**config.mk**
```make
export PLATFORM = sky130hd
export DESIGN_NAME = dpd_merge
export DESIGN_NICKNAME = d
export VERILOG_FILES = /design/src/rtl/date_pair_day_difference_unit_assert.svh /design/src/rtl/dpd_pkg.sv /design/src/rtl/dpd_merge.sv
export SDC_FILE = /design/constraint.sdc
export NUM_CORES = 1
export LEC_CHECK = 0
export BUFFER_PORTS_ARGS = -buffer_cell sky130_fd_sc_hd__buf_2
export CAP_MARGIN = 5
export CORE_MARGIN = 2
export CORE_UTILIZATION = 35
export CTS_BUF_LIST = sky130_fd_sc_hd__clkbuf_4 sky130_fd_sc_hd__clkbuf_8
export DETAILED_ROUTE_END_ITERATION = 8
export PLACE_DENSITY = 0.65
export SYNTH_ARGS = -nofsm -noshare
export SYNTH_HDL_FRONTEND = slang
export SYNTH_SLANG_ARGS = --single-unit
```
**constraint.sdc**
```tcl
create_clock -name clk -period 2.4 [get_ports clk]
set_input_delay 0.24 -clock clk [delete_from_list [all_inputs] [get_ports clk]]
set_output_delay 0.24 -clock clk [all_outputs]
set_load 0.02 [all_outputs]
```
**src/rtl/date_pair_day_difference_unit_assert.svh**
```systemverilog
// Assertion macros for the date pair day difference unit.
// Relies on clk and arst_n being visible in the module that uses them.
`ifndef DATE_PAIR_DAY_DIFFERENCE_UNIT_ASSERT_SVH
`define DATE_PAIR_DAY_DIFFERENCE_UNIT_ASSERT_SVH

`ifndef NO_ASSERTIONS

// same-cycle implication, sampled on the rising clock edge
`define DPD_ASSERT_IMP(name, ante, cons) \
	name: assert property (@(posedge clk) disable iff (!arst_n) (ante) |-> (cons)) \
		else $error("dpd: same-cycle check failed");

// next-cycle implication
`define DPD_ASSERT_NXT(name, ante, cons) \
	name: assert property (@(posedge clk) disable iff (!arst_n) (ante) |=> (cons)) \
		else $error("dpd: next-cycle check failed");

`else

`define DPD_ASSERT_IMP(name, ante, cons)
`define DPD_ASSERT_NXT(name, ante, cons)

`endif

`endif

```
**src/rtl/dpd_pkg.sv**
```systemverilog
// Shared widths, reciprocal constants, month tables and lane types for the
// date pair day difference unit. No dependencies.
package dpd_pkg;

	localparam int DATE_W = 27;
	localparam int DAY_W  = 8;   // up to 134 for packed values above 99999999
	localparam int MON_W  = 7;   // up to 99
	localparam int YEAR_W = 14;  // up to 9999
	localparam int QUO_W  = 14;  // packed value / 10000, up to 13421
	localparam int DNUM_W = 22;  // day number, below 3660000
	localparam int DIFF_W = 23;
	localparam int KEY_W  = YEAR_W + MON_W + DAY_W;
	localparam int MLEN_W = 5;
	localparam int MSTART_W = 9;
	localparam int LEAPS_W = 12;
	localparam int HUND_W = 7;   // year / 100 and friends, up to 103

	// x / 1000000 = (x * DAY_RECIP) >> DAY_SHIFT, exact for x < 2^27
	localparam int DAY_RECIP_W = 28;
	localparam logic [DAY_RECIP_W-1:0] DAY_RECIP = 28'd140737489;
	localparam int DAY_SHIFT = 47;

	// x / 10000 = (x * QUO_RECIP) >> QUO_SHIFT, exact for x < 2^27
	localparam int QUO_RECIP_W = 27;
	localparam logic [QUO_RECIP_W-1:0] QUO_RECIP = 27'd109951163;
	localparam int QUO_SHIFT = 40;

	// y / 100 = (y * HUND_RECIP) >> HUND_SHIFT, exact for y < 2^14
	localparam logic [YEAR_W-1:0] HUND_RECIP = 14'd10486;
	localparam int HUND_SHIFT = 20;

	localparam int MON_SCALE     = 100;
	localparam int YEAR_SCALE    = 10000;
	localparam int CENTURY       = 100;
	localparam int DAYS_PER_YEAR = 365;
	localparam int PAD4   = 3;
	localparam int PAD100 = 99;
	localparam int PAD400 = 399;

	localparam logic [MON_W-1:0] MON_JAN = 7'd1;
	localparam logic [MON_W-1:0] MON_FEB = 7'd2;
	localparam logic [MON_W-1:0] MON_DEC = 7'd12;

	typedef struct packed {
		logic s1;
		logic s2;
		logic s3;
		logic s4;
		logic s5;
	} dpd_stage_en_t;

	typedef struct packed {
		logic [DNUM_W-1:0] day_num;
		logic [KEY_W-1:0]  order_key;  // {year, month, day}
		logic              ok;
	} dpd_lane_res_t;

	// Days in month, February without the leap day; 0 for months that do not exist
	function automatic logic [MLEN_W-1:0] month_len(input logic [MON_W-1:0] m);
		logic [MLEN_W-1:0] r;
		case (m)
			7'd1:    r = 5'd31;
			7'd2:    r = 5'd28;
			7'd3:    r = 5'd31;
			7'd4:    r = 5'd30;
			7'd5:    r = 5'd31;
			7'd6:    r = 5'd30;
			7'd7:    r = 5'd31;
			7'd8:    r = 5'd31;
			7'd9:    r = 5'd30;
			7'd10:   r = 5'd31;
			7'd11:   r = 5'd30;
			7'd12:   r = 5'd31;
			default: r = 5'd0;
		endcase
		return r;
	endfunction

	// Days before the first of month m; saturates at a full year past December
	function automatic logic [MSTART_W-1:0] month_start(input logic [MON_W-1:0] m);
		logic [MSTART_W-1:0] r;
		case (m)
			7'd0:    r = 9'd0;
			7'd1:    r = 9'd0;
			7'd2:    r = 9'd31;
			7'd3:    r = 9'd59;
			7'd4:    r = 9'd90;
			7'd5:    r = 9'd120;
			7'd6:    r = 9'd151;
			7'd7:    r = 9'd181;
			7'd8:    r = 9'd212;
			7'd9:    r = 9'd243;
			7'd10:   r = 9'd273;
			7'd11:   r = 9'd304;
			7'd12:   r = 9'd334;
			default: r = 9'd365;
		endcase
		return r;
	endfunction

endpackage

```
**src/rtl/dpd_merge.sv**
```systemverilog
// Merge stage: subtracts the two lane day numbers, orders the dates and
// holds the output word. Uses dpd_pkg.
module dpd_merge (
	input  logic                   clk,
	input  logic                   en,
	input  dpd_pkg::dpd_lane_res_t first_res,
	input  dpd_pkg::dpd_lane_res_t second_res,
	output logic signed [dpd_pkg::DIFF_W-1:0] day_difference,
	output logic                   first_valid,
	output logic                   second_valid,
	output logic                   second_not_earlier
);
	import dpd_pkg::*;

	logic [DIFF_W-1:0] diff;

	assign diff = DIFF_W'(second_res.day_num) - DIFF_W'(first_res.day_num);

	always_ff @(posedge clk) begin
		if (en) begin
			day_difference     <= diff;
			first_valid        <= first_res.ok;
			second_valid       <= second_res.ok;
			// fields are packed most significant first, so one compare orders them
			second_not_earlier <= second_res.order_key >= first_res.order_key;
		end
	end

endmodule

```
; Word level (Yosys, flattened, before mapping)
; Cells that the tools add are included.
[word_totals]
regBits = 26
latchBits = 0
ramBits = 0
mem_bits_ro = 0
in_bits = 106
out_inout_bits = 26
n_memories = 0
[classes]
addsub = 1
multipliers = 0
n_div = 0
n_lt_le_gt_ge = 1
n_eq_ne = 0
shifts = 0
muxes = 0
bitwise = 0
n_reduce_logical = 0
[ops]
columns = op, n
row1 = $ge 29x29->1, 1
row2 = $sub 22x22->23, 1

; Longest topological paths before layout
; Gate-level depths: netlist of run 1.
[logic_depth]
ltp_word = 1
mapped_depth = 10
ltp_nobuf = 10

; Worst setup path after synthesis of run 1
; No wires, ideal clock.
[synth_path]
path_type = input port to flip-flop
startpoint = in second_res[30] (netlist bit)
endpoint = reg day_difference[16] (netlist bit) (data pin)
setup_time_ns = 0.264
t_arrival_ns = 1.972
required_ns = 2.136
slack_ns = 0.164
cell_stages = 10
path_buffers = 0
path_cell_list = inv_1 ha_1 inv_1 fa_1 a21o_1 a311oi_1 o221a_4 nand2_1 a41oi_1 xnor2_1
[synth_via]
elab_chain_len = 1
[synth_rtl]
columns = item, line_no
row1 = from (decl), dpd_merge.sv:7  ; input dpd_pkg::dpd_lane_res_t second_res,
row2 = $sub 22x22->23, dpd_merge.sv:17  ; assign diff = DIFF_W'(second_res.day_num) - DIFF_W'(first_res.day_num);
row3 = named net diff[16], dpd_merge.sv:15  ; logic [DIFF_W-1:0] diff;
row4 = to (signal assigned), dpd_merge.sv:21  ; day_difference <= diff;
row5 = to (decl), dpd_merge.sv:8  ; output logic signed [dpd_pkg::DIFF_W-1:0] day_difference,
; The timed path passes the listed nets, and every way through them passes these cells.
; A chain may end at the register's enable or synchronous reset.

; Worst setup path after layout of run 1
[layout_path]
startpoint = in first_res[32] (netlist bit)
endpoint = reg day_difference[21] (netlist bit) (data pin)
[layout_via]
elab_chain_len = 1
[layout_rtl]
columns = item, line_no
row1 = from (decl), dpd_merge.sv:6  ; input dpd_pkg::dpd_lane_res_t first_res,
row2 = $sub 22x22->23, dpd_merge.sv:17
row3 = named net diff[21], dpd_merge.sv:15
; The timed path passes the listed nets, and every way through them passes these cells.

==> results.toml, run 1 <==
[run_status]
run_status = "completed"

[layout]
drive_above_1_share_pct = 33.4
final_nets = 603
synthToLayoutAreaGrowth_pct = 32.5
n_antenna_cell = 0

[clocking]
cts_root_buffer = "clkbuf_8"
htree_levels = 1
cts_tree = "yes"
clk_path_buf_depth = 2
cts_sinks = 26
cts_resized = 0
post_cts.repair.setup_buffers = 0
cts_hold_buf = 0
cts_buffers = 3
path_clk_slew_ns = 0.08

[worst_setup_path]
cp_max_fo = 4
crit_chain = "buf_2, inv_1, ha_1, a21oi_1, a2111oi_2, o211ai_1, a21oi_1, a2111oi_0, buf_4, xnor2_1"
crit_path_max_incr_delay_ns = 0.48
path_class = "in2reg"
cp-end-kind = "flop"
cp.required_ns = 2.42
crit_path_top_delay_cell = "a2111oi_0"
cp.arrival_ns = 2.23
critical-path-top-delay-family = "compound AO/OA/AOI/OAI gates"
crit_path_frequent_cell = "a21oi_1"
startpoint_type = "input port"
path_buf_inv = 3

[routing]
dr.max_layer_used = "met4"
wl_met1_mm = 2.73
ant_nets = 0
dr_wl_met2_mm = 3.13
drt_iter0_drc = 58
wl_per_cell_um = 11.5
drc_errors = 0
via_per_inst = 4.72
drt-total-wl_mm = 6.26
routed-wl-met3_um = 303
dr_total_vias = 2571
firstDrtPassIters = 6

[sta]
fin_crit_sh_pct = 91.7
setup_tns_ns = 0
setup_ws_ns = 0.199
clock.fmax_mhz = 454
final_hold_viol_count = 0
tightestPinTransition_ns = 0.561
period_needed_ns = 2.20
setup_viol = 0
maxSlewViolCount = 0
relSlewSlack_pct = 62.6
rsz0062_at_grt = "false"
timing.hold.ws_ns = 0.148

[synthesis]
syn_area_um2 = 2700
ys_seq_elements = 26
async_reset_ff_share_pct = 0
synth_compound_area_share_pct = 20.2
yosys.area.top_type = "edfxtp_1"
synth_commonest_cells = "inv_1 (59), ha_1 (51), edfxtp_1 (26), a21oi_1 (25), nand2_1 (20)"
syn_inst = 304
synth_xor_xnor_area_share_pct = 5.52
ys_types = 43
ys_seq_area_share_pct = 28.9
synth_edf_count = 26
synthMuxAreaShare_pct = 0
synth_nets = 462
netlist.area_leader.share_pct = 28.9
yosysMostFrequentCell = "inv_1"
synthAdderAreaFrac_pct = 24.4
synth_top_flop_cell = "edfxtp_1"
synth_simple_gate_area_share_pct = 12.1
synth_top_family_by_area = "adder cells"
yosysWarnings = 0
syn_area_per_cell_um2 = 8.88
ys_top_cells_by_area = "edfxtp_1 (29%), ha_1 (24%), inv_1 (8.2%), a21o_1 (4.7%), a21oi_1 (4.6%)"

[global_route]
grt_first_pass_wirelength_mm = 10.3
grt_overflow = 0
grt_usage_pct = 14.7
grt_max_degree = 27
antenna_found_initial = 0
grt_pass1_vias = 2492

[pwr]
p_comb_share_pct = 45.2
p_int_uw = 1010
power_uw = 1530
pwr-share-seq_pct = 39.5
p_switching_uw = 524
ir_drop_v = 0.000208
swShare_pct = 34.2
power_leakage_uw = 0.00196
clkPwrFrac_pct = 15.3
power.density_nw_per_um2 = 429

[min_path]
min_path_type = "in2reg"
min_path_cells = 1
min_to = "second_valid"
hp-start = "second_res[0]"

[floorplanning]
fp.dieW_um = 91.8
die_y_um = 91.8
ios = 132
dieArea_um2 = 8430
num_rows = 32
core-area_um2 = 7610
start_util_pct = 35.5

[placed_design]
gp_congestion = 0.814
place_ws_ns = -0.0914
dp_hpwl_mm = 5.48
portBuffers = 131

[flow_run]
drv_cap = 0
==> layer usage <==
metal | vias to the layer above | track usage, %
met4 | 0 | 4.73
met2 | 80 | 28.0
met5 | - | 0
li1 | 1363 | -
met1 | 1122 | 17.2
met3 | 6 | 1.15
==> through the flow <==
step	cells	area, um2	util (%)
after global placement	542	3530	46.4
after detailed placement	542	3530	46.4
final	545	3570	47.0
after floorplan	304	2700	-
after global routing	545	3570	47.0
after CTS	545	3570	47.0
==> kinds of logic (layout without fill, tap and decap cells) <==
| family | count (synthesis) | in the layout |
|---|---|---|
| DFF | 26 | 26 |
| xor gates and xnor gates | 17 | 17 |
| AOI/OAI and AO/OA | 79 | 79 |
| adders and majority gates | 52 | 52 |
| buffers and inverters | 63 | 202 |
| and+or+nand+nor | 67 | 67 |
==> layout by cell type (no fill, tap or decap), types with 3 or more instances in the layout <==
| cell type | netlist | layout |
|---|---|---|
| buf_2 | 1 | 131 |
| a21oi_1 | 25 | 25 |
| nand4_1 | 7 | 7 |
| nand2_1 | 20 | 20 |
| ha_1 | 51 | 51 |
| a21o_1 | 17 | 17 |
| inv_1 | 59 | 59 |
| o211ai_1 | 5 | 5 |
| xnor2_1 | 11 | 11 |
| clkbuf_8 | 0 | 3 |
| nor3_1 | 3 | 3 |
| nand3_1 | 9 | 9 |
| o21ai_0 | 11 | 11 |
| nor2_1 | 15 | 15 |
| edfxtp_1 | 26 | 26 |
| buf_4 | 0 | 9 |
| xor2_1 | 6 | 6 |
==> worst max-delay path by stage <==
stage,startpoint,end,slack [ns],cells after the start
6_report,first_res[32],day_difference[21],0.20,10
2_1_floorplan,second_res[30],day_difference[16],0.16,10
5_1_grt,second_res[30],day_difference[16],0.01,12
3_3_place_gp,first_res[32],day_difference[21],-0.04,10
4_1_cts,second_res[30],day_difference[16],0.19,12
3_5_place_dp,second_res[30],day_difference[16],-0.09,12
==> layout make-up <==
| class | instances | area (um2) |
|---|---|---|
| multi-input combinational | 215 | 1680 |
| clock buffer | 3 | 41.3 |
| fill | 756 | 4030 |
| sequential | 26 | 781 |
| timing repair buffer | 140 | 723 |
| inverter | 59 | 221 |
| tap | 102 | 128 |
==> registers in the layout (all words and copies together) (netlist names) <==
register and flops:
day_difference 23, first_valid 1, second_not_earlier 1, second_valid 1
==> power groups by stage <==
| stage | combinational [uW] | sequential [uW] | clock (uW) |
|---|---|---|---|
| global route | 776 | 612 | 259 |
| detailed placement | 697 | 617 | 0 |
| global placement | 689 | 615 | 0 |
| CTS | 700 | 607 | 249 |
| floorplan | 347 | 709 | 0 |
| finish | 693 | 605 | 235 |
(Power assumes the default switching activity.)
==> inputs of run 2 (changes only) <==
ABC_AREA = 1   (was unset)
PLACE_DENSITY = 0.62   (was 0.65)
==> results.toml, run 2 <==
[pwr]
p_int_uw = 995
power.density_nw_per_um2 = 401
power_leakage_uw = 0.00249
pwr-share-seq_pct = 36.9
swShare_pct = 38.9
clkPwrFrac_pct = 16.6
ir_drop_v = 0.000184
p_comb_share_pct = 46.5
p_switching_uw = 635

[worst_setup_path]
startpoint_type = "input port"
cp.arrival_ns = 1.74
cp_max_fo = 5
cp-end-kind = "flop"
cp.required_ns = 2.45
path_class = "in2reg"

[layout]
n_antenna_cell = 0
mostFrequentLayoutCell = "nand2_1"
largest_register_ffs = 23
largest_register = "day_difference"
drive_above_1_share_pct = 23.1
stdcell_area_um2 = 4060
final_cell_mix = "nand2_1 (162), buf_2 (131), inv_1 (123)"
fin_cells = 739
final_nets = 787
fillerInstances = 944
synthToLayoutAreaGrowth_pct = 26.0

[routing]
ant_nets = 0
drt_iter0_drc = 156
firstDrtPassIters = 4
dr_total_vias = 3386
wl_per_cell_um = 10.9
via_per_inst = 4.58
drt-total-wl_mm = 8.06
drc_errors = 0

[placed_design]
dp_hpwl_mm = 7.02
gp_congestion = 0.933
place_inst = 735
portBuffers = 131
place_ws_ns = 0.406
placed_area_um2 = 4020

[synthesis]
syn_inst = 493
syn_area_per_cell_um2 = 6.54
synth_edf_count = 26
yosysWarnings = 0
ys_seq_elements = 26
yosys.area.top_type = "edfxtp_1"
ys_seq_area_share_pct = 24.2
syn_area_um2 = 3220
netlist.area_leader.share_pct = 24.2
synth_top_flop_cell = "edfxtp_1"
synth_commonest_cells = "nand2_1 (162), inv_1 (123), ha_1 (51), nor2_1 (32), edfxtp_1 (26)"
synth_nets = 651
ys_types = 22
ys_top_cells_by_area = "edfxtp_1 (24%), ha_1 (20%), nand2_1 (19%), inv_1 (14%), a21oi_1 (3.9%)"
async_reset_ff_share_pct = 0
yosysMostFrequentCell = "nand2_1"

[global_route]
grt_usage_pct = 16.2
grt_max_degree = 27
grt_first_pass_wirelength_mm = 13.5
antenna_found_initial = 0
grt_pass1_vias = 3251
grt_overflow = 0

[run_status]
run_status = "completed"

[sta]
setup_ws_ns = 0.711
setup_tns_ns = 0
fin_crit_sh_pct = 70.4
relSlewSlack_pct = 59.3
final_hold_viol_count = 0
tightestPinTransition_ns = 0.610
rsz0062_at_grt = "false"
setup_viol = 0
clock.fmax_mhz = 592
period_needed_ns = 1.69
maxSlewViolCount = 0

[clocking]
post_cts.repair.setup_buffers = 0
cts_buffers = 3
cts_resized = 0
cts_root_buffer = "clkbuf_8"
cts_hold_buf = 0
path_clk_slew_ns = 0.10
cts_sinks = 26
clk_path_buf_depth = 2
cts_tree = "yes"
htree_levels = 1

[floorplanning]
die_y_um = 100
fp.dieW_um = 100
num_rows = 35
dieArea_um2 = 9990
core-area_um2 = 9060
start_util_pct = 35.6
ios = 132

[min_path]
min_path_type = "in2reg"

[flow_run]
drv_cap = 0
## run 2: metrics by stage
stage / hold slack, ns / utilization [%] / total power (uW)
4_1_cts: 0.128 / 44.8 / 1650
3_3_place_gp: 0.416 / 44.3 / 1360
6_report: 0.133 / 44.8 / 1630
3_5_place_dp: 0.424 / 44.3 / 1370
2_1_floorplan: 0.339 / - / 1110
5_1_grt: 0.118 / 44.8 / 1770
## run 2: path summary, 6_finish.rpt
kind	slack, ns	startpoint	endpoint	depth (start not counted)
setup / recovery	0.71	second_res[30]	day_difference[14]	13
hold / removal	0.13	second_res[0]	second_valid	1
## run 2: critical path, cell delays in order
cell and delay (ns):
buf_2 0.09, inv_1 0.04, ha_1 0.15, inv_1 0.07, fa_1 0.43, nand3_1 0.12
nand3_2 0.13, nand2_1 0.09, nand2_1 0.08, nand2_1 0.12, nand2_1 0.08, nand2_1 0.06
nand2_1 0.04
## run 2: logic make-up after synthesis
logic type                 Yosys count  share of synthesized area [%]
DFF                                 26                           24.2
and+or+nand+nor                    249                           32.7
adders and majority gates           52                           20.4
AOI/OAI and AO/OA                   32                           5.36
buffers and inverters              123                           14.3
xor gates and xnor gates            11                           2.99
## run 2: power groups by stage
| stage | registers (uW) | clock network, uW | logic (uW) |
|---|---|---|---|
| global route | 608 | 298 | 860 |
| global placement | 613 | 0 | 750 |
| floorplan | 700 | 0 | 411 |
| detailed placement | 614 | 0 | 759 |
| finish | 601 | 270 | 758 |
| CTS | 604 | 279 | 762 |
## run 2: per-layer routing
metal / wire length, um / track usage (%)
met1: 3470 / 20.0
met2: 4080 / 31.2
met3: 475 / 1.25
met4: 45 / 2.63
met5: 0 / 0
## run 2: cell type report
class	count	area, um2	share of cell area [%]
multi-input combinational	344	1980	48.8
sequential	26	781	19.2
timing repair buffer	131	656	16.1
inverter	123	462	11.4
tap	111	139	3.42
clock buffer	3	41.3	1.02
clock inverter	1	3.75	0.0924
