## src/rtl/date_pair_day_difference_unit_assert.svh

```systemverilog
// Assertion macros for the date pair day difference unit.
// Relies on clk and arst_n being visible in the module that uses them.
`ifndef DATE_PAIR_DAY_DIFFERENCE_UNIT_ASSERT_SVH
`define DATE_PAIR_DAY_DIFFERENCE_UNIT_ASSERT_SVH

`ifndef NO_ASSERTIONS

// same-cycle implication, sampled on the rising clock edge
`define DPD_ASSERT_IMP(name, ante, cons) \
	name: assert property (@(posedge clk) disable iff (!arst_n) (ante) |-> (cons)) \
		else $error("dpd: same-cycle check failed");

// next-cycle implication
`define DPD_ASSERT_NXT(name, ante, cons) \
	name: assert property (@(posedge clk) disable iff (!arst_n) (ante) |=> (cons)) \
		else $error("dpd: next-cycle check failed");

`else

`define DPD_ASSERT_IMP(name, ante, cons)
`define DPD_ASSERT_NXT(name, ante, cons)

`endif

`endif

```

## src/rtl/dpd_pkg.sv

```systemverilog
// Shared widths, reciprocal constants, month tables and lane types for the
// date pair day difference unit. No dependencies.
package dpd_pkg;

	localparam int DATE_W = 27;
	localparam int DAY_W  = 8;   // up to 134 for packed values above 99999999
	localparam int MON_W  = 7;   // up to 99
	localparam int YEAR_W = 14;  // up to 9999
	localparam int QUO_W  = 14;  // packed value / 10000, up to 13421
	localparam int DNUM_W = 22;  // day number, below 3660000
	localparam int DIFF_W = 23;
	localparam int KEY_W  = YEAR_W + MON_W + DAY_W;
	localparam int MLEN_W = 5;
	localparam int MSTART_W = 9;
	localparam int LEAPS_W = 12;
	localparam int HUND_W = 7;   // year / 100 and friends, up to 103

	// x / 1000000 = (x * DAY_RECIP) >> DAY_SHIFT, exact for x < 2^27
	localparam int DAY_RECIP_W = 28;
	localparam logic [DAY_RECIP_W-1:0] DAY_RECIP = 28'd140737489;
	localparam int DAY_SHIFT = 47;

	// x / 10000 = (x * QUO_RECIP) >> QUO_SHIFT, exact for x < 2^27
	localparam int QUO_RECIP_W = 27;
	localparam logic [QUO_RECIP_W-1:0] QUO_RECIP = 27'd109951163;
	localparam int QUO_SHIFT = 40;

	// y / 100 = (y * HUND_RECIP) >> HUND_SHIFT, exact for y < 2^14
	localparam logic [YEAR_W-1:0] HUND_RECIP = 14'd10486;
	localparam int HUND_SHIFT = 20;

	localparam int MON_SCALE     = 100;
	localparam int YEAR_SCALE    = 10000;
	localparam int CENTURY       = 100;
	localparam int DAYS_PER_YEAR = 365;
	localparam int PAD4   = 3;
	localparam int PAD100 = 99;
	localparam int PAD400 = 399;

	localparam logic [MON_W-1:0] MON_JAN = 7'd1;
	localparam logic [MON_W-1:0] MON_FEB = 7'd2;
	localparam logic [MON_W-1:0] MON_DEC = 7'd12;

	typedef struct packed {
		logic s1;
		logic s2;
		logic s3;
		logic s4;
		logic s5;
	} dpd_stage_en_t;

	typedef struct packed {
		logic [DNUM_W-1:0] day_num;
		logic [KEY_W-1:0]  order_key;  // {year, month, day}
		logic              ok;
	} dpd_lane_res_t;

	// Days in month, February without the leap day; 0 for months that do not exist
	function automatic logic [MLEN_W-1:0] month_len(input logic [MON_W-1:0] m);
		logic [MLEN_W-1:0] r;
		case (m)
			7'd1:    r = 5'd31;
			7'd2:    r = 5'd28;
			7'd3:    r = 5'd31;
			7'd4:    r = 5'd30;
			7'd5:    r = 5'd31;
			7'd6:    r = 5'd30;
			7'd7:    r = 5'd31;
			7'd8:    r = 5'd31;
			7'd9:    r = 5'd30;
			7'd10:   r = 5'd31;
			7'd11:   r = 5'd30;
			7'd12:   r = 5'd31;
			default: r = 5'd0;
		endcase
		return r;
	endfunction

	// Days before the first of month m; saturates at a full year past December
	function automatic logic [MSTART_W-1:0] month_start(input logic [MON_W-1:0] m);
		logic [MSTART_W-1:0] r;
		case (m)
			7'd0:    r = 9'd0;
			7'd1:    r = 9'd0;
			7'd2:    r = 9'd31;
			7'd3:    r = 9'd59;
			7'd4:    r = 9'd90;
			7'd5:    r = 9'd120;
			7'd6:    r = 9'd151;
			7'd7:    r = 9'd181;
			7'd8:    r = 9'd212;
			7'd9:    r = 9'd243;
			7'd10:   r = 9'd273;
			7'd11:   r = 9'd304;
			7'd12:   r = 9'd334;
			default: r = 9'd365;
		endcase
		return r;
	endfunction

endpackage

```

## src/rtl/dpd_lane.sv

```systemverilog
// One date lane: unpacks a DDMMYYYY word and turns it into a day number,
// validity flag and ordering key over five register stages. Uses dpd_pkg.
module dpd_lane (
	input  logic                   clk,
	input  dpd_pkg::dpd_stage_en_t en,
	input  logic [dpd_pkg::DATE_W-1:0] date,
	output dpd_pkg::dpd_lane_res_t res
);
	import dpd_pkg::*;

	localparam int DPROD_W = DATE_W + DAY_RECIP_W;
	localparam int QPROD_W = DATE_W + QUO_RECIP_W;
	localparam int QSCL_W  = 2 * QUO_W;
	localparam int DSCL_W  = DAY_W + MON_W;
	localparam int HPROD_W = 2 * YEAR_W;

	// stage 1: both constant divisions by reciprocal multiply
	logic [DPROD_W-1:0] day_prod;
	logic [QPROD_W-1:0] quo_prod;
	logic [DAY_W-1:0]   day_s1;
	logic [QUO_W-1:0]   quo_s1;
	logic [YEAR_W-1:0]  low_s1;

	assign day_prod = DPROD_W'(date) * DPROD_W'(DAY_RECIP);
	assign quo_prod = QPROD_W'(date) * QPROD_W'(QUO_RECIP);

	always_ff @(posedge clk) begin
		if (en.s1) begin
			day_s1 <= day_prod[DAY_SHIFT +: DAY_W];
			quo_s1 <= quo_prod[QUO_SHIFT +: QUO_W];
			low_s1 <= date[YEAR_W-1:0];
		end
	end

	// stage 2: remainders; the results are small, so modular arithmetic is enough
	logic [QSCL_W-1:0] quo_scaled;
	logic [DSCL_W-1:0] day_scaled;
	logic [YEAR_W-1:0] year_s2;
	logic [MON_W-1:0]  month_s2;
	logic [DAY_W-1:0]  day_s2;

	assign quo_scaled = QSCL_W'(quo_s1) * QSCL_W'(YEAR_SCALE);
	assign day_scaled = DSCL_W'(day_s1) * DSCL_W'(MON_SCALE);

	always_ff @(posedge clk) begin
		if (en.s2) begin
			year_s2  <= low_s1 - quo_scaled[YEAR_W-1:0];
			month_s2 <= quo_s1[MON_W-1:0] - day_scaled[MON_W-1:0];
			day_s2   <= day_s1;
		end
	end

	// stage 3: century quotients and the year term
	logic [HPROD_W-1:0] h_prod;
	logic [HPROD_W-1:0] c100_prod;
	logic [HPROD_W-1:0] c400_prod;
	logic [HUND_W-1:0]  hund_s3;
	logic [HUND_W-1:0]  c100_s3;
	logic [HUND_W-1:0]  c400_s3;
	logic [DNUM_W-1:0]  y365_s3;
	logic [YEAR_W-1:0]  year_s3;
	logic [MON_W-1:0]   month_s3;
	logic [DAY_W-1:0]   day_s3;

	assign h_prod    = HPROD_W'(year_s2) * HPROD_W'(HUND_RECIP);
	assign c100_prod = HPROD_W'(year_s2 + YEAR_W'(PAD100)) * HPROD_W'(HUND_RECIP);
	assign c400_prod = HPROD_W'(year_s2 + YEAR_W'(PAD400)) * HPROD_W'(HUND_RECIP);

	always_ff @(posedge clk) begin
		if (en.s3) begin
			hund_s3  <= h_prod[HUND_SHIFT +: HUND_W];
			c100_s3  <= c100_prod[HUND_SHIFT +: HUND_W];
			c400_s3  <= c400_prod[HUND_SHIFT +: HUND_W];
			y365_s3  <= DNUM_W'(year_s2) * DNUM_W'(DAYS_PER_YEAR);
			year_s3  <= year_s2;
			month_s3 <= month_s2;
			day_s3   <= day_s2;
		end
	end

	// stage 4: leap rule, leap count of earlier years, month table, validity
	logic [YEAR_W-1:0]  hund_scaled;
	logic [HUND_W-1:0]  rem100;
	logic               leap;
	logic [YEAR_W-1:0]  year_p4;
	logic [LEAPS_W-1:0] leaps;
	logic [MLEN_W-1:0]  lim;
	logic               ok;

	assign hund_scaled = YEAR_W'(hund_s3) * YEAR_W'(CENTURY);
	assign rem100  = year_s3[HUND_W-1:0] - hund_scaled[HUND_W-1:0];
	// divisible by 400 means divisible by 100 with a quotient divisible by 4
	assign leap    = ((year_s3[1:0] == 2'd0) && (rem100 != '0)) ||
	                 ((rem100 == '0) && (hund_s3[1:0] == 2'd0));
	assign year_p4 = year_s3 + YEAR_W'(PAD4);
	assign leaps   = year_p4[YEAR_W-1:2] - LEAPS_W'(c100_s3) + LEAPS_W'(c400_s3[HUND_W-1:2]);
	assign lim     = month_len(month_s3) + MLEN_W'((month_s3 == MON_FEB) && leap);
	assign ok      = (month_s3 >= MON_JAN) && (month_s3 <= MON_DEC) &&
	                 (day_s3 != '0) && (day_s3 <= DAY_W'(lim));

	logic [DNUM_W-1:0]   y365_s4;
	logic [LEAPS_W-1:0]  leaps_s4;
	logic [MSTART_W-1:0] mstart_s4;
	logic                leap_add_s4;
	logic [DAY_W-1:0]    day_s4;
	logic [KEY_W-1:0]    key_s4;
	logic                ok_s4;

	always_ff @(posedge clk) begin
		if (en.s4) begin
			y365_s4     <= y365_s3;
			leaps_s4    <= leaps;
			mstart_s4   <= month_start(month_s3);
			leap_add_s4 <= leap && (month_s3 > MON_FEB);
			day_s4      <= day_s3;
			key_s4      <= {year_s3, month_s3, day_s3};
			ok_s4       <= ok;
		end
	end

	// stage 5: sum the day number
	dpd_lane_res_t res_s5;

	always_ff @(posedge clk) begin
		if (en.s5) begin
			res_s5.day_num   <= y365_s4 + DNUM_W'(day_s4) + DNUM_W'(mstart_s4) +
			                    DNUM_W'(leaps_s4) + DNUM_W'(leap_add_s4);
			res_s5.order_key <= key_s4;
			res_s5.ok        <= ok_s4;
		end
	end

	assign res = res_s5;

endmodule

```

## config.mk

```make
export PLATFORM = sky130hd
export DESIGN_NAME = dpd_lane
export DESIGN_NICKNAME = d
export VERILOG_FILES = /design/src/rtl/date_pair_day_difference_unit_assert.svh /design/src/rtl/dpd_pkg.sv /design/src/rtl/dpd_lane.sv
export SDC_FILE = /design/constraint.sdc
export NUM_CORES = 2
export LEC_CHECK = 0
export ABC_AREA = 1
export BUFFER_PORTS_ARGS = -buffer_cell sky130_fd_sc_hd__buf_2
export CAP_MARGIN = 25
export CELL_PAD_IN_SITES_DETAIL_PLACEMENT = 0
export CELL_PAD_IN_SITES_GLOBAL_PLACEMENT = 1
export CORE_UTILIZATION = 40
export CTS_BUF_LIST = sky130_fd_sc_hd__clkbuf_8 sky130_fd_sc_hd__clkbuf_16
export CTS_CLUSTER_DIAMETER = 200
export CTS_CLUSTER_SIZE = 30
export DETAILED_ROUTE_END_ITERATION = 7
export GPL_ROUTABILITY_DRIVEN = 0
export PLACE_DENSITY = 0.74
export SLEW_MARGIN = 10
export SYNTH_ARGS = -nofsm -noshare
export SYNTH_HDL_FRONTEND = slang
export SYNTH_SLANG_ARGS = --single-unit
export TNS_END_PERCENT = 50
```

## constraint.sdc

```tcl
create_clock -name clk -period 10.9 [get_ports clk]
set_input_delay 1.635 -clock clk [delete_from_list [all_inputs] [get_ports clk]]
set_output_delay 1.635 -clock clk [all_outputs]
set_load 0.01 [all_outputs]
```

[After elaboration in Yosys (flattened, before gate mapping)]
Memories as Yosys holds them, arrays and structs flattened. A register that Yosys moved wholly into a read port is not among the register bits.
Index checks and enable logic that the tools add are counted.
Operators by class
  $lt $le $gt $ge: 4
  equality and inequality tests: 1
  multipliers: 9
  mux-type cells: 2
  add/sub/neg operators: 13
  reductions and logical operators: 15
Operator list (number)
  27-bit by 28-bit multiplier with 55-bit output (second input constant): 1
  27-bit by 27-bit multiplier with 54-bit output (second input constant): 1
  15-bit by 13-bit multiplier with 26-bit output (second input constant): 2
  14-bit by 13-bit multiplier with 26-bit output (second input constant): 1
  22-bit by 1-bit adder with 22-bit output: 1
  22-bit by 12-bit adder with 22-bit output: 1
  22-bit by 8-bit adder with 22-bit output: 1
  22-bit by 9-bit adder with 22-bit output: 1
  14-bit by 9-bit multiplier with 22-bit output (second input constant): 1
  14-bit by 7-bit adder with 15-bit output (second input constant): 1
  14-bit by 9-bit adder with 15-bit output (second input constant): 1
  14-bit by 2-bit adder with 14-bit output (second input constant): 1
  14-bit by 10-bit multiplier with 10-bit output (second input constant): 1
  14-bit subtractor: 1
  7-bit subtractor: 2
  12-bit by 5-bit adder with 12-bit output: 1
  12-bit by 7-bit subtractor with 12-bit output: 1
  8-bit by 5-bit <= comparator with 1-bit output: 1
  8-bit by 5-bit multiplier with 5-bit output (second input constant): 1
  8-bit nonzero test: 1
  7-bit by 2-bit == test with 1-bit output (second input constant): 1
  7-bit by 1-bit >= comparator with 1-bit output (second input constant): 1
  7-bit by 2-bit > comparator with 1-bit output (second input constant): 1
  7-bit by 4-bit <= comparator with 1-bit output (second input constant): 1
  other kinds (11): 18
Word-level totals
  memories kept: 2
  flip-flop bits (word level): 262
  bits of input ports: 33
  memory bits (read-only): 224
Memories
  (no name shown): words 16, width 9, rd ports 1, clocked after memory_dff 1, wr ports 0, RTL line dpd_pkg.sv:82  | case (m)
  (no name shown): words 16, width 5, rd ports 1, clocked after memory_dff 1, wr ports 0, RTL line dpd_pkg.sv:61  | case (m)

[Longest topological paths before layout]
  depth in word-level cells: 9
  mapped depth: 30
  mapped depth without buffers: 29

[Worst setup path after synthesis]
OpenSTA, ideal clock, no wires.
  path type: input-to-reg
  from: in date[6] (netlist bit)
  to: reg day_s1[3] (data pin)
  data arrival time: 6.496 ns
  library setup time: 0.252 ns
  buffers on the path: 0
  stages: 24
  required time: 10.648 ns
  slack: 4.151 ns
  cell sequence: fa_1 inv_1 fa_1 fa_1 inv_1 fa_1 inv_1 fa_1 inv_1 fa_1 inv_1 fa_1 inv_1 ha_1 a21oi_1 o21ai_0 nand2_1 nand3_1 nand2_1 nand2_1 nor2_1 nand2_1 nand2_1 nand2_1
Between the ends
  longest elaborated chain between the ends: 1
RTL lines
  start, declared: RTL line dpd_lane.sv:6  | input logic [dpd_pkg::DATE_W-1:0] date,
  27-bit by 28-bit multiplier with 55-bit output: RTL line dpd_lane.sv:24  | assign day_prod = DPROD_W'(date) * DPROD_W'(DAY_RECIP);
  via day_prod[50]: RTL line dpd_lane.sv:18  | logic [DPROD_W-1:0] day_prod;
  end signal, assigned: RTL line dpd_lane.sv:29  | day_s1 <= day_prod[DAY_SHIFT +: DAY_W];
  end, declared: RTL line dpd_lane.sv:20  | logic [DAY_W-1:0] day_s1;
The timed path passes the listed nets, and every way through them passes these cells.
A chain may end at the register's enable or synchronous reset.

[Final worst setup path]
  from: in date[8] (netlist bit)
  to: reg quo_s1[7] (data pin)
Between the ends
  longest elaborated chain between the ends: 1
RTL lines
  27-bit by 27-bit multiplier with 54-bit output: RTL line dpd_lane.sv:25  | assign quo_prod = QPROD_W'(date) * QPROD_W'(QUO_RECIP);
  via quo_prod[47]: RTL line dpd_lane.sv:19  | logic [QPROD_W-1:0] quo_prod;
  end signal, assigned: RTL line dpd_lane.sv:30  | quo_s1 <= quo_prod[QUO_SHIFT +: QUO_W];
  end, declared: RTL line dpd_lane.sv:21  | logic [QUO_W-1:0] quo_s1;
The timed path passes the listed nets, and every way through them passes these cells.

==> reports/results.txt <==
Outcome: complete, but fails checks
Failing checks: design-rule violations
Worst Hold Launch: day_s2[1]$_DFFE_PP_
Synth warn: 0
Post-route minimum period: 7452 ps
Tcrit/Tclk final: 0.6837
# clock sinks: 254
Netlist cell types: 53
Asr flop ratio synth: 0
RSZ-0062 raised after global routing: no
Syn Area/Cell: 9.364 µm²
Clock Latency Late Sink: 540 ps
WL/cell: 18.54 µm
Slew Viols, Final: 0
Post-Layout Cell Count: 7087
Global-route wire length before repair: 208300 µm
# resized after CTS: 0
1st-iter DRT viols: 2230
Worst Path Arrival: 7730 ps
Antenna violations before repair: 8
EDFF count, synth: 251
Fmax: 0.1342 GHz
First-pass DRT Iterations: 8
Ys flop type: edfxtp_1
H-Tree Depth: 1
Die H: 355.4 µm
Core area: 0.1238 mm²
Worst min path class: reg -> reg
Placed Instance Area: 0.05251 mm²
Input/output buffers: 84
Largest net degree at the start of global routing: 73
Sequential area share after synthesis: 0.1521
Design Area, Final: 0.05298 mm²
Largest area contributor in the netlist: fa_1
CTS root buffer: clkbuf_16
Hold endpoint: day_s3[1]$_DFFE_PP_
Synth Instances: 5335
Slew margin rel.: 0.2772
Final HPWL from detailed placement: 116800 µm
Capturing element type of the critical path: register
Via count: 34863
All-Layer GR Usage: 0.2149
Reg2reg end: c100_s3[4]$_DFFE_PP_
Layout area overhead: 6.056%
Max-cap violation count: 0
Die width: 355.4 µm
Top post-synthesis cells by area: fa_1 (33%), ha_1 (22%), edfxtp_1 (15%)
Placed cells: 7065
Synthesized Nets: 7084
Rows: 129
Ports: 85
Worst Skew: 27.04 ps
Initial core utilization: 0.4035
Setup TNS: 0 ps
Worst Path Class, Setup: in -> reg
Clk slew on worst S/H paths: 110 ps
Hold buffer count at CTS: 0
Clock Path Buffers: 3
Synth top area share: 0.3306
Residual DRC: 63
Worst r2r src: year_s2[0]$_DFFE_PP_
Cell Area, Synth: 0.04996 mm²
Worst Max-Slew Pin Slew: 1084 ps
Crit-path max FO: 14
Commonest cells after routing, fill and taps aside: inv_1 (1604), ha_1 (891), fa_1 (825)
Crit start category: input pin
WP data required: 11180 ps
Final setup violation count: 0
Post-layout nets: 7193
Hold Fails Final Rpt: 0
Post-route ant nets: 0
Hold Path Cell Cnt: 0
CTS tree: built
Vias in the first global route: 37002
Synth Register Bits: 254
R2r setup slk: 3770 ps
Avg Vias per Cell: 4.919
Inserted Clock Buffers: 14
Die area: 0.1263 mm²
Post-CTS Setup Bufs: 0
Gr ovfl total: 0
Final WL: 131400 µm
Most common cell after layout, fill and taps aside: inv_1
Depth of the most critical reg-to-reg path: 26
Fraction of layout cells with a size suffix above 1: 0.03120
cell type report:
class	instances	area [µm²]
fill	12197	70820
multi-input combinational	3466	36290
sequential	254	7597
inverter	1612	6051
tap	1637	2048
timing repair buffer	96	528.0
clock buffer	15	375.4
clock inverter	5	90.09
antenna	2	5.005
flip-flops by register name, indices dropped and copies added (netlist names), 8 cells and up, named ones only:
name / flops
day_s3: 8
key_s4: 20
y365_s3: 22
day_s2: 8
quo_s1: 10
leaps_s4: 12
mstart_s4: 9
day_s1: 8
y365_s4: 22
year_s3: 12
res: 52
low_s1: 14
year_s2: 14
kinds of logic after synthesis:
logic type      synth area share
xor+xnor                 0.02454
buf+inv                   0.1215
simple gates             0.09763
flops                     0.1521
fa+ha+maj                 0.5538
compound gates           0.05044
cell usage after synthesis, types with 36 or more instances:
master / number
a21oi_1: 213
edfxtp_1: 251
fa_1: 825
ha_1: 891
inv_1: 1603
nand2_1: 656
nand3_1: 123
nand4_1: 48
nor2_1: 236
nor3_1: 36
o21ai_0: 130
xnor2_1: 47
xor2_1: 93
critical path, stage by stage:
cell and delay [ps]:
buf_2 460, ha_1 650, inv_1 250, fa_1 540, inv_1 60, fa_1 540
inv_1 70, fa_1 480, inv_1 60, fa_1 520, fa_1 550, inv_1 50
fa_1 520, inv_1 40, ha_1 320, a21oi_1 280, o21ai_0 190, a21oi_1 170
nand2_1 70, nand2_1 70, nand3_1 70, nand2_1 60, nand2_1 40
layer usage:
layer | routed length, µm | track usage
met1 | 57180 | 0.2883
met2 | 62330 | 0.3616
met3 | 8554 | 0.03769
met4 | 3225 | 0.04534
met5 | 115 | 0.004151
worst max path at each step:
| stage | start | to | slack (ps) | cells after the start |
|---|---|---|---|---|
| 6_report | date[8] | quo_s1[7]$_DFFE_PP_ | 3450 | 23 |
| 5_1_grt | date[1] | quo_s1[4]$_DFFE_PP_ | 3160 | 23 |
| 4_1_cts | date[8] | quo_s1[7]$_DFFE_PP_ | 3530 | 23 |
| 3_5_place_dp | date[8] | quo_s1[7]$_DFFE_PP_ | 3000 | 23 |
| 3_3_place_gp | date[8] | quo_s1[7]$_DFFE_PP_ | 3010 | 23 |
| 2_1_floorplan | date[6] | day_s1[3]$_DFFE_PP_ | 4150 | 24 |
per-stage QoR:
| stage | utilization | hold slack (ps) | worst slack [ps] |
|---|---|---|---|
| after floorplan | - | 400.3 | 4151 |
| after global placement | 0.4240 | 401.4 | 3008 |
| after detailed placement | 0.4242 | 404.5 | 3004 |
| after CTS | 0.4279 | 423.7 | 3534 |
| after global routing | 0.4279 | 434.9 | 3160 |
| final | 0.4280 | 424.3 | 3448 |
Power is not shown: default switching activity piles up to over one toggle a cycle in this logic, so the estimate is an artifact.
